`config.mk`:
```
export PLATFORM = sky130hd
export DESIGN_NAME = masked_descriptor_filter
export DESIGN_NICKNAME = d
export VERILOG_FILES = /design/src/rtl/core/mdf_pkg.sv /design/src/rtl/core/masked_descriptor_filter.sv
export VERILOG_INCLUDE_DIRS = /design/src /design/src/rtl/core
export SDC_FILE = /design/constraint.sdc
export NUM_CORES = 2
export LEC_CHECK = 0
export ABC_CLOCK_PERIOD_IN_PS = 22900
export BUFFER_PORTS_ARGS = -buffer_cell sky130_fd_sc_hd__buf_2
export CAP_MARGIN = 20
export CORE_UTILIZATION = 40
export CTS_CLUSTER_SIZE = 16
export DETAILED_ROUTE_END_ITERATION = 8
export PLACE_DENSITY = 0.62
export SLEW_MARGIN = 20
export SYNTH_ARGS = -nofsm -noshare
export SYNTH_HDL_FRONTEND = slang
export SYNTH_SLANG_ARGS = --single-unit
```
`constraint.sdc`:
```
create_clock -name clk -period 22.9 [get_ports clk]
set_input_delay 1.145 -clock clk [delete_from_list [all_inputs] [get_ports clk]]
set_output_delay 1.145 -clock clk [all_outputs]
set_load 0.05 [all_outputs]
```
`src/rtl/core/masked_descriptor_filter_assert.svh`:
```
`ifndef MASKED_DESCRIPTOR_FILTER_ASSERT_SVH
`define MASKED_DESCRIPTOR_FILTER_ASSERT_SVH

// same-cycle implication, sampled on clk, off during rst
`define MDF_ASSERT_NOW(lbl, ante, cons, msg) \
  lbl: assert property (@(posedge clk) disable iff (rst) (ante) |-> (cons)) else $error(msg);

// next-cycle implication, sampled on clk, off during rst
`define MDF_ASSERT_NEXT(lbl, ante, cons, msg) \
  lbl: assert property (@(posedge clk) disable iff (rst) (ante) |=> (cons)) else $error(msg);

`endif

```
`src/rtl/core/mdf_pkg.sv`:
```
package mdf_pkg;

  localparam int ENTRY_BYTES = 8;
  localparam int ACTIVE_W    = 4;
  localparam int OFFSET_W    = 12;
  localparam int INDEX_W     = 3;

  localparam logic CMD_DATA = 1'b0;
  localparam logic CMD_LOAD = 1'b1;

  typedef struct packed {
    logic        cmd;
    logic [7:0]  data_byte;
    logic        section_end;
    logic [2:0]  entry_index;
    logic [7:0]  entry_tag;
    logic [3:0]  entry_mask_len;
    logic [63:0] entry_mask;
    logic [63:0] entry_value;
  } in_item_t;

  typedef struct packed {
    logic [7:0]          desc_tag;
    logic [7:0]          desc_length;
    logic [OFFSET_W-1:0] desc_offset;
    logic                matched;
    logic [INDEX_W-1:0]  match_index;
    logic                truncated;
  } out_item_t;

endpackage

```
`src/rtl/core/masked_descriptor_filter.sv`:
```
// A result enters the output register, or the skid stage, when the byte ending its
// descriptor is accepted. Throughput: one data byte per cycle; with a result stalled
// in the output, the next finished descriptor holds the input until the output moves.
// A load writes min(MASK_BYTES, 8) pattern rows: row 0 at its beat, the rest in a stall.
// Reset (rst, synchronous): parser, active count, filter tags and mask lengths clear;
// the pattern memory is not cleared and needs no clearing pass.
`include "masked_descriptor_filter_assert.svh"

module masked_descriptor_filter #(
  parameter int MAX_FILTERS   = 8,
  parameter int MASK_BYTES    = 8,
  parameter int SECTION_BYTES = 4096
) (
  input  logic                          clk,
  input  logic                          rst,
  input  logic                          in_valid,
  output logic                          in_stall,
  input  mdf_pkg::in_item_t             in_data,
  output logic                          out_valid,
  input  logic                          out_stall,
  output mdf_pkg::out_item_t            out_data,
  input  logic                          cfg_valid,
  output logic                          cfg_ready,
  input  logic [mdf_pkg::ACTIVE_W-1:0]  cfg_data
);
  import mdf_pkg::*;

  localparam int LIM = (MASK_BYTES < ENTRY_BYTES) ? MASK_BYTES : ENTRY_BYTES;
  localparam int RW  = (LIM > 1) ? $clog2(LIM) : 1;
  localparam int LW  = (MAX_FILTERS > 1) ? $clog2(MAX_FILTERS) : 1;
  localparam int PW  = $clog2(SECTION_BYTES);

  typedef enum logic [1:0] {PH_TAG, PH_LEN, PH_BODY} phase_t;

  phase_t                 phase, phase_next;
  logic [7:0]             cur_tag, cur_tag_next;
  logic [7:0]             cur_len, cur_len_next;
  logic [7:0]             body_count, body_count_next;
  logic [PW-1:0]          pos, pos_next;
  logic [PW-1:0]          start, start_next;
  logic [MAX_FILTERS-1:0] alive, alive_next;
  logic [ACTIVE_W-1:0]    active;

  logic [7:0]             filt_tag  [MAX_FILTERS];
  logic [3:0]             filt_mlen [MAX_FILTERS];
  logic [MAX_FILTERS-1:0] lane_on;

  logic [15:0]            pat_mem [LIM][MAX_FILTERS];
  logic [15:0]            pat_rd  [MAX_FILTERS];
  logic [RW-1:0]          rd_addr;
  logic                   wr_en;
  logic [RW-1:0]          wr_row;
  logic [LW-1:0]          wr_lane;
  logic [15:0]            wr_data;

  logic                   sweep_busy;
  logic [RW-1:0]          sweep_row;
  logic [LW-1:0]          sweep_lane;
  logic [63:0]            sweep_mask;
  logic [63:0]            sweep_value;

  logic                   data_acc, load_acc;
  logic [7:0]             b;
  logic                   sec_end;
  logic                   emit, emit_trunc;
  logic [7:0]             emit_len;
  logic                   hit;
  logic [LW-1:0]          hit_lane;
  out_item_t              res_data;

  logic                   skid_valid;
  out_item_t              skid_data;

  assign in_stall  = sweep_busy || skid_valid;
  assign cfg_ready = 1'b1;
  assign data_acc  = in_valid && !in_stall && (in_data.cmd == CMD_DATA);
  assign load_acc  = in_valid && !in_stall && (in_data.cmd == CMD_LOAD)
                     && (int'(in_data.entry_index) < MAX_FILTERS);
  assign b         = in_data.data_byte;
  assign sec_end   = in_data.section_end;

  always_comb begin
    for (int k = 0; k < MAX_FILTERS; k++) begin
      lane_on[k] = int'(active) > k;
    end
  end

  // parse next state
  always_comb begin
    phase_next      = phase;
    cur_tag_next    = cur_tag;
    cur_len_next    = cur_len;
    body_count_next = body_count;
    pos_next        = pos;
    start_next      = start;
    alive_next      = alive;
    emit            = 1'b0;
    emit_trunc      = 1'b0;
    emit_len        = cur_len;
    if (data_acc) begin
      unique case (phase)
        PH_LEN: begin
          cur_len_next    = b;
          body_count_next = 8'd0;
          for (int k = 0; k < MAX_FILTERS; k++) begin
            alive_next[k] = lane_on[k] && (filt_tag[k] == cur_tag)
                            && ({4'd0, filt_mlen[k]} <= b);
          end
          if (b == 8'd0) begin
            emit       = 1'b1;
            emit_len   = 8'd0;
            phase_next = PH_TAG;
          end else begin
            phase_next = PH_BODY;
            if (sec_end) begin
              emit       = 1'b1;
              emit_trunc = 1'b1;
              emit_len   = b;
            end
          end
        end
        PH_BODY: begin
          for (int k = 0; k < MAX_FILTERS; k++) begin
            if (alive[k] && ({4'd0, filt_mlen[k]} > body_count)
                && (((b ^ pat_rd[k][15:8]) & pat_rd[k][7:0]) != 8'd0)) begin
              alive_next[k] = 1'b0;
            end
          end
          body_count_next = body_count + 8'd1;
          if (body_count_next == cur_len) begin
            emit       = 1'b1;
            phase_next = PH_TAG;
          end else if (sec_end) begin
            emit       = 1'b1;
            emit_trunc = 1'b1;
          end
        end
        PH_TAG: begin
          cur_tag_next    = b;
          cur_len_next    = 8'd0;
          body_count_next = 8'd0;
          alive_next      = '0;
          start_next      = pos;
          phase_next      = PH_LEN;
          if (sec_end) begin
            emit       = 1'b1;
            emit_trunc = 1'b1;
            emit_len   = 8'd0;
          end
        end
        default: phase_next = PH_TAG;
      endcase
      if (sec_end) begin
        phase_next = PH_TAG;
        pos_next   = '0;
      end else if (int'(pos) == SECTION_BYTES - 1) begin
        pos_next = '0;
      end else begin
        pos_next = pos + PW'(1);
      end
    end
  end

  // lowest surviving filter
  always_comb begin
    hit      = 1'b0;
    hit_lane = '0;
    for (int k = MAX_FILTERS - 1; k >= 0; k--) begin
      if (alive_next[k] && !emit_trunc) begin
        hit      = 1'b1;
        hit_lane = LW'(k);
      end
    end
  end

  always_comb begin
    res_data.desc_tag    = cur_tag_next;
    res_data.desc_length = emit_len;
    res_data.desc_offset = OFFSET_W'(start_next);
    res_data.matched     = hit;
    res_data.match_index = hit ? INDEX_W'(hit_lane) : '0;
    res_data.truncated   = emit_trunc;
  end

  always_ff @(posedge clk) begin
    if (rst) begin
      phase      <= PH_TAG;
      cur_tag    <= '0;
      cur_len    <= '0;
      body_count <= '0;
      pos        <= '0;
      start      <= '0;
      alive      <= '0;
    end else begin
      phase      <= phase_next;
      cur_tag    <= cur_tag_next;
      cur_len    <= cur_len_next;
      body_count <= body_count_next;
      pos        <= pos_next;
      start      <= start_next;
      alive      <= alive_next;
    end
  end

  always_ff @(posedge clk) begin
    if (rst) begin
      active <= '0;
    end else if (cfg_valid && cfg_ready) begin
      active <= cfg_data;
    end
  end

  always_ff @(posedge clk) begin
    if (rst) begin
      for (int k = 0; k < MAX_FILTERS; k++) begin
        filt_tag[k]  <= '0;
        filt_mlen[k] <= '0;
      end
    end else if (load_acc) begin
      filt_tag[LW'(in_data.entry_index)]  <= in_data.entry_tag;
      filt_mlen[LW'(in_data.entry_index)] <= (int'(in_data.entry_mask_len) > LIM) ?
                                             4'(LIM) : in_data.entry_mask_len;
    end
  end

  // load sweep: row 0 at the command beat, remaining rows while input holds
  always_ff @(posedge clk) begin
    if (rst) begin
      sweep_busy <= 1'b0;
    end else if (load_acc) begin
      sweep_busy <= (LIM > 1);
    end else if (sweep_busy && (int'(sweep_row) == LIM - 1)) begin
      sweep_busy <= 1'b0;
    end
  end

  always_ff @(posedge clk) begin
    if (load_acc) begin
      sweep_row   <= RW'(1);
      sweep_lane  <= LW'(in_data.entry_index);
      sweep_mask  <= in_data.entry_mask;
      sweep_value <= in_data.entry_value;
    end else if (sweep_busy) begin
      sweep_row <= sweep_row + RW'(1);
    end
  end

  always_comb begin
    if (load_acc) begin
      wr_en   = 1'b1;
      wr_row  = '0;
      wr_lane = LW'(in_data.entry_index);
      wr_data = {in_data.entry_value[7:0], in_data.entry_mask[7:0]};
    end else begin
      wr_en   = sweep_busy;
      wr_row  = sweep_row;
      wr_lane = sweep_lane;
      wr_data = {sweep_value[{sweep_row, 3'b000} +: 8], sweep_mask[{sweep_row, 3'b000} +: 8]};
    end
  end

  assign rd_addr = (int'(body_count_next) < LIM) ? body_count_next[RW-1:0] : '0;

  // pattern memory: row per body byte, lane per filter; forward a same-row write
  always_ff @(posedge clk) begin
    if (wr_en) begin
      pat_mem[wr_row][wr_lane] <= wr_data;
    end
    for (int k = 0; k < MAX_FILTERS; k++) begin
      pat_rd[k] <= (wr_en && (wr_row == rd_addr) && (wr_lane == LW'(k))) ?
                   wr_data : pat_mem[rd_addr][k];
    end
  end

  // output register with skid stage
  always_ff @(posedge clk) begin
    if (rst) begin
      out_valid  <= 1'b0;
      skid_valid <= 1'b0;
    end else if (!out_valid || !out_stall) begin
      if (skid_valid) begin
        out_valid  <= 1'b1;
        skid_valid <= 1'b0;
      end else begin
        out_valid <= emit;
      end
    end else if (emit) begin
      skid_valid <= 1'b1;
    end
  end

  always_ff @(posedge clk) begin
    if (!out_valid || !out_stall) begin
      out_data <= skid_valid ? skid_data : res_data;
    end else if (emit) begin
      skid_data <= res_data;
    end
  end

  `MDF_ASSERT_NOW(a_skid_behind_head, skid_valid, out_valid, "skid beat without head beat")
  `MDF_ASSERT_NOW(a_sweep_holds_input, sweep_busy, in_stall, "input open during load sweep")
  `MDF_ASSERT_NOW(a_trunc_no_match, out_valid && out_data.truncated,
                  !out_data.matched && (out_data.match_index == '0), "truncated beat matched")
  `MDF_ASSERT_NEXT(a_end_restarts, in_valid && !in_stall && (in_data.cmd == CMD_DATA)
                   && in_data.section_end, (phase == PH_TAG) && (pos == '0),
                   "parser not restarted after section end")

endmodule

```
Yosys cells after proc, flatten, opt, wreduce, memory -nomap -nowiden
Memories as Yosys holds them, arrays and structs flattened.
Cells that the tools add are included.

word-level totals
  flip-flop bits (word level) = 265
  memory bits (read-only) = 0
  input port bits = 162
  memories kept = 4
  memory bits (writable) = 1,248
  bits in latches = 0
  word-level logic and storage cells = 272
  output and inout port bits = 36

cells by class
  order comparisons = 28
  equal/unequal tests = 22
  multiply operators = 0
  mux-type cells = 87
  shift operators = 2
  $add $sub $neg = 3
  divide/modulo/power cells = 0
  bitwise operators = 19
  reductions and logical operators = 80

memories
  memory     depth  width  rd ports  clocked after Yosys merged registers in  write ports  RTL line                        source
  pat_mem    8      128    1         0                                        1            masked_descriptor_filter.sv:48  logic [15:0] pat_mem [LIM][MAX_FILTERS];
  pat_rd     8      16     8         0                                        8            masked_descriptor_filter.sv:49  logic [15:0] pat_rd [MAX_FILTERS];
  filt_tag   8      8      8         0                                        8            masked_descriptor_filter.sv:44  logic [7:0] filt_tag [MAX_FILTERS];
  filt_mlen  8      4      8         0                                        8            masked_descriptor_filter.sv:45  logic [3:0] filt_mlen [MAX_FILTERS];

operator list
  operator                                                              number
  16-bit two-way mux                                                    10
  128-bit two-way mux                                                   1
  64-bit by 7-bit indexed part select with 8-bit output                 2
  8-bit == test                                                         9
  8-bit two-way mux                                                     9
  8-bit AND                                                             8
  4-bit by 8-bit > comparator with 1-bit output                         8
  4-bit by 8-bit less-or-equal comparator with 1-bit output             8
  8-bit nonzero test                                                    8
  8-bit XOR                                                             8
  1-bit logical AND                                                     54
  16-bit demux with 3-bit select                                        1
  12-bit two-way mux                                                    4
  8-bit one-hot mux with 2 select lines                                 3
  3-bit two-way mux                                                     14
  1-bit two-way mux                                                     35
  33-bit two-way mux                                                    1
  8-bit one-hot mux with 3 select lines                                 1
  4-bit by 3-bit > comparator with 1-bit output, second input constant  4
  12-bit by 1-bit adder with 12-bit output, second input constant       1
  12-bit by 1-bit == test with 1-bit output, second input constant      1
  3-bit == test, second input constant                                  4
  8-bit by 1-bit adder with 8-bit output, second input constant         1
  4-bit by 1-bit > comparator with 1-bit output, second input constant  2
  other kinds (28)                                                      44

Longest topological paths before layout
An unclocked memory read counts as a cell.

  word-level depth = 19
  depth in mapped cells = 15
  gate-level depth less buffers = 10

Worst setup path after synthesis
No wires, ideal clock.

  path type = input port to flip-flop
  start point = in in_data[152] (netlist name)
  end point = mem pat_mem[0][0] (netlist name) (enable)
  arrival time = 7.270 ns
  path slack = 15.241 ns
  cell stages on the path = 7
  cell sequence = nand2_1 or2_2 clkinv_1 clkbuf_1 clkbuf_1 nor2_1 nor2_1

between the ends
  word-level cells in the longest chain between the ends = 8

RTL lines
  item                                                                                                                             RTL line                         source
  start, declared                                                                                                                  masked_descriptor_filter.sv:18   input mdf_pkg::in_item_t in_data,
  1-bit logical AND (*)                                                                                                            masked_descriptor_filter.sv:77   assign load_acc = in_valid && !in_stall && (in_data.cmd == CMD_LOAD)
  via load_acc                                                                                                                     masked_descriptor_filter.sv:62   logic data_acc, load_acc;
  3-bit two-way mux                                                                                                                --
  3-bit inverter with 4-bit output (not written as such)                                                                           masked_descriptor_filter.sv:267  pat_mem[wr_row][wr_lane] <= wr_data;
  4-bit greater-or-equal comparator (not written as such) / 4-bit by 1-bit < comparator with 1-bit output (equally long branches)  masked_descriptor_filter.sv:267
  1-bit logical AND (not written as such)                                                                                          masked_descriptor_filter.sv:267
  16-bit two-way mux (not written as such)                                                                                         masked_descriptor_filter.sv:267
  16-bit demux with 3-bit select                                                                                                   masked_descriptor_filter.sv:267
  128-bit two-way mux (not written as such)                                                                                        masked_descriptor_filter.sv:267
  end, declared                                                                                                                    masked_descriptor_filter.sv:48

Mark *: on every way through the listed nets, which the timed path passes. The rest lies on a longest branch.

==> reports/metrics.cfg <==
[routing]
num_vias=37800
drc=0
drt-total-wl_mm=169
wire_per_inst_um=26.2
drt_iter0_drc=3603
firstDrtPassIters=5
ant_nets=0
viasPerCell=5.88

[clock_network]
cts.hold.buffers_added=0
cts_buffers=155
path_clk_slew_ps=60
ctsLongestPathBuffers=3
cts_root_buf=clkbuf_16
ctsResizeCount=0
post_cts_buffers=0
cts_max_level=4
clock_sinks=1513
tritoncts=built
clock_latency_ps=790

[run_status]
status=complete, no violations

[placement]
gp_congestion=0.802
preCtsSetupSlack_ps=15150
io_buffers=196
dpl.cell_count=6145
hpwl_mm=89.4

[logic_synthesis]
async_reset_ff_frac=0
synth_seq_cells=1513
synth_top_family_by_area=compound AO/OA/AOI/OAI gates
synth.area.mux_share=0.0842
synthSimpleGateAreaFrac=0.0549
synthTopCellsByArea=edfxtp_1, dfxtp_1, mux2i_1
synth-edff-count=1314
synth_compound_area_frac=0.107
synth-xor-area-share=0.0211
synth_ff_type=edfxtp_1
yosys.area_share.adder=0.0144
syn_area_um2=62600
syn_nets=4326
synthCells=4092
ys_types=74
synth_top_area_frac=0.630
synth_warnings=0
yosysTopAreaCell=edfxtp_1
seq_area_frac_synth=0.694
syn_avg_cell_area_um2=15.3

[floorplanning]
start_util=0.405
die_x_um=398
die_h_um=398
num_io_pins=198
dieArea_um2=158000
core_um2=155000
rows=144

[timing]
slew_violations=0
hold_viol=0
rsz0062_at_grt=no
relSlewSlack=0.218
setup_viol_count_final=0
min_period_over_period=0.315
setup_slack_ps=15690
fin_tns_setup_ps=0
tightest_slew_ps=1170
period_needed_ps=7210
finalClockSkew_ps=24.9
fmax_ghz=0.139

[grt]
gr-total-overflow=0
grt_busiest_layer=met2
grt_antenna_before_repair=1
use_met2=0.338
grt_usage=0.209
grt_pass1_vias=37200
grt_max_degree=161
grt_pass1_wl_mm=246
grt_util_met1=0.288
met3_usage=0.0335

[worst_setup_path]
critPathMostFrequentCell=buf_4
cp_max_fo=89
ff2ff_setup_slack_ps=15690
path_cells=nor4b_4 -> nand2_1 -> o311ai_1 -> and4_4 -> buf_4 -> nand3_4 -> buf_4 -> buf_4 -> a211oi_1 -> a311oi_1 -> mux2_2
cp.arrival_ps=7880
crit_path_end_kind=register
slowest_stage=nor4b_4
critical_path.max_stage_delay_ps=980
cp.required_ps=23570
path_class=register to register
setup.worst_path.start_class=register

[cells_and_area]
fillCellCount=13300
area_growth_syn_to_layout_pct=13.4
final_nets=4492
antennaDiodeCount=0
final_cells=6430
drive_gt1_frac=0.202

[job]
max_cap_violations=0

[pwr]
p_leak_nw=23.7
ir_worst_vdd_mv=0.0810
power.total_mw=6.70
power.density_nw_per_um2=94.3

[worst_hold_path]
min_path_type=register to register

[power by group]
part	total, mW	internal (mW)	switching, mW
Sequential	3.40	3.36	0.0388
Combinational	0.801	0.176	0.625
Clock	2.49	1.43	1.06
[cell type report]
class                      instances  area, um2  share of cell area
sequential                      1513      43400               0.612
multi-input combinational       2235      17900               0.253
clock buffer                     221       4380              0.0617
tap                             2044       2560              0.0360
timing repair buffer             322       1950              0.0275
clock inverter                    64        638             0.00898
inverter                          31        124             0.00174
[final timing paths]
check	start	endpoint	depth (start not counted)
setup / recovery	skid_valid	pat_rd[0][18]	11
hold / removal	sweep_lane[1]	sweep_lane[1]	1
setup reg to reg	skid_valid	pat_rd[0][18]	11
hold reg to reg	sweep_lane[1]	sweep_lane[1]	1
[cell usage after synthesis (all sizes together) (4+ instances only)]
cell type,number
buf,110
a41oi,13
edfxtp,1314
nor3,51
nor2b,41
xnor2,60
xor2,91
a21oi,103
o21ai,47
clkbuf,203
or2,5
a22o,8
dfxtp,199
a221oi,95
or3,4
mux4,32
o221a,129
o211ai,11
nand2b,18
nand3,40
a211o,4
inv,30
and2,23
a311oi,38
a31oi,132
a211oi,35
and3,64
nand4,21
o32ai,128
mux2,172
mux2i,249
a22oi,45
o31ai,4
nor4,11
ha,72
nor2,155
o21a,30
nand2,272
[critical path: cells and delay by family, from the launching register on]
family | cells | cell delay (ps)
AO/OA/AOI/OAI | 3 | 1120
multiplexers | 1 | 310
AND/OR/NAND/NOR | 4 | 3010
flip-flops | 1 | 460
buffers and inverters | 3 | 2050
[flip-flops by register name (all words and copies together) (netlist names), 2 cells and up]
signal and count:
pos 12, cur_tag 8, sweep_row 3, phase 2, alive 8, out_data 33, cur_len 8, pat_mem 1024
active 4, sweep_value 64, pat_rd 128, start 12, filt_tag 64, sweep_mask 64, sweep_lane 3, body_count 8
skid_data 33, filt_mlen 32
[through the flow]
| stage | util | instance area (um2) | hold WS, ps |
|---|---|---|---|
| finish | 0.459 | 71000 | 490 |
| global route | 0.459 | 71000 | 494 |
| CTS | 0.459 | 71000 | 479 |
| detailed placement | 0.426 | 66000 | 482 |
| global placement | 0.426 | 66000 | 473 |
| floorplan | - | 62600 | 465 |
[routing by layer]
metal,vias to the layer above,wire length [um]
li1,16600,-
met1,19300,71700
met2,1622,80000
met3,249,12500
met4,0,4380
met5,-,0
[kinds of logic (layout without fill, tap and decap cells)]
group,Yosys count,after routing
AO/OA/AOI/OAI,844,844
XOR/XNOR,151,151
adder cells (fa/ha/maj),72,72
buffers and inverters,344,638
flip-flops,1513,1513
multiplexers,453,453
other,1,1
AND/OR/NAND/NOR,714,714
[layout by cell type, fill, tap and decap left out, types with 13 or more instances in the layout]
master,synthesis,layout
a211oi_1,35,35
a21oi_1,103,103
a221oi_1,93,93
a22oi_1,45,44
a311oi_1,38,38
a31oi_1,132,132
a41oi_1,13,13
and2_1,20,20
and3_1,64,62
buf_2,65,196
buf_4,4,124
clkbuf_1,203,44
clkbuf_16,0,158
clkbuf_8,0,19
clkinv_1,1,20
clkinv_2,0,21
dfxtp_1,199,196
edfxtp_1,1314,1314
ha_1,72,72
inv_1,30,30
mux2_1,51,51
mux2_2,88,88
mux2_4,33,33
mux2i_1,249,249
mux4_2,32,32
nand2_1,272,271
nand2b_1,18,18
nand3_1,32,31
nand4_1,20,20
nor2_1,154,147
nor2b_1,41,40
nor3_1,50,49
o21a_1,30,29
o21ai_0,27,27
o21ai_4,0,17
o221a_2,129,129
o32ai_1,128,128
xnor2_1,60,60
xor2_1,91,91
Power figures use the tool's default switching activity.
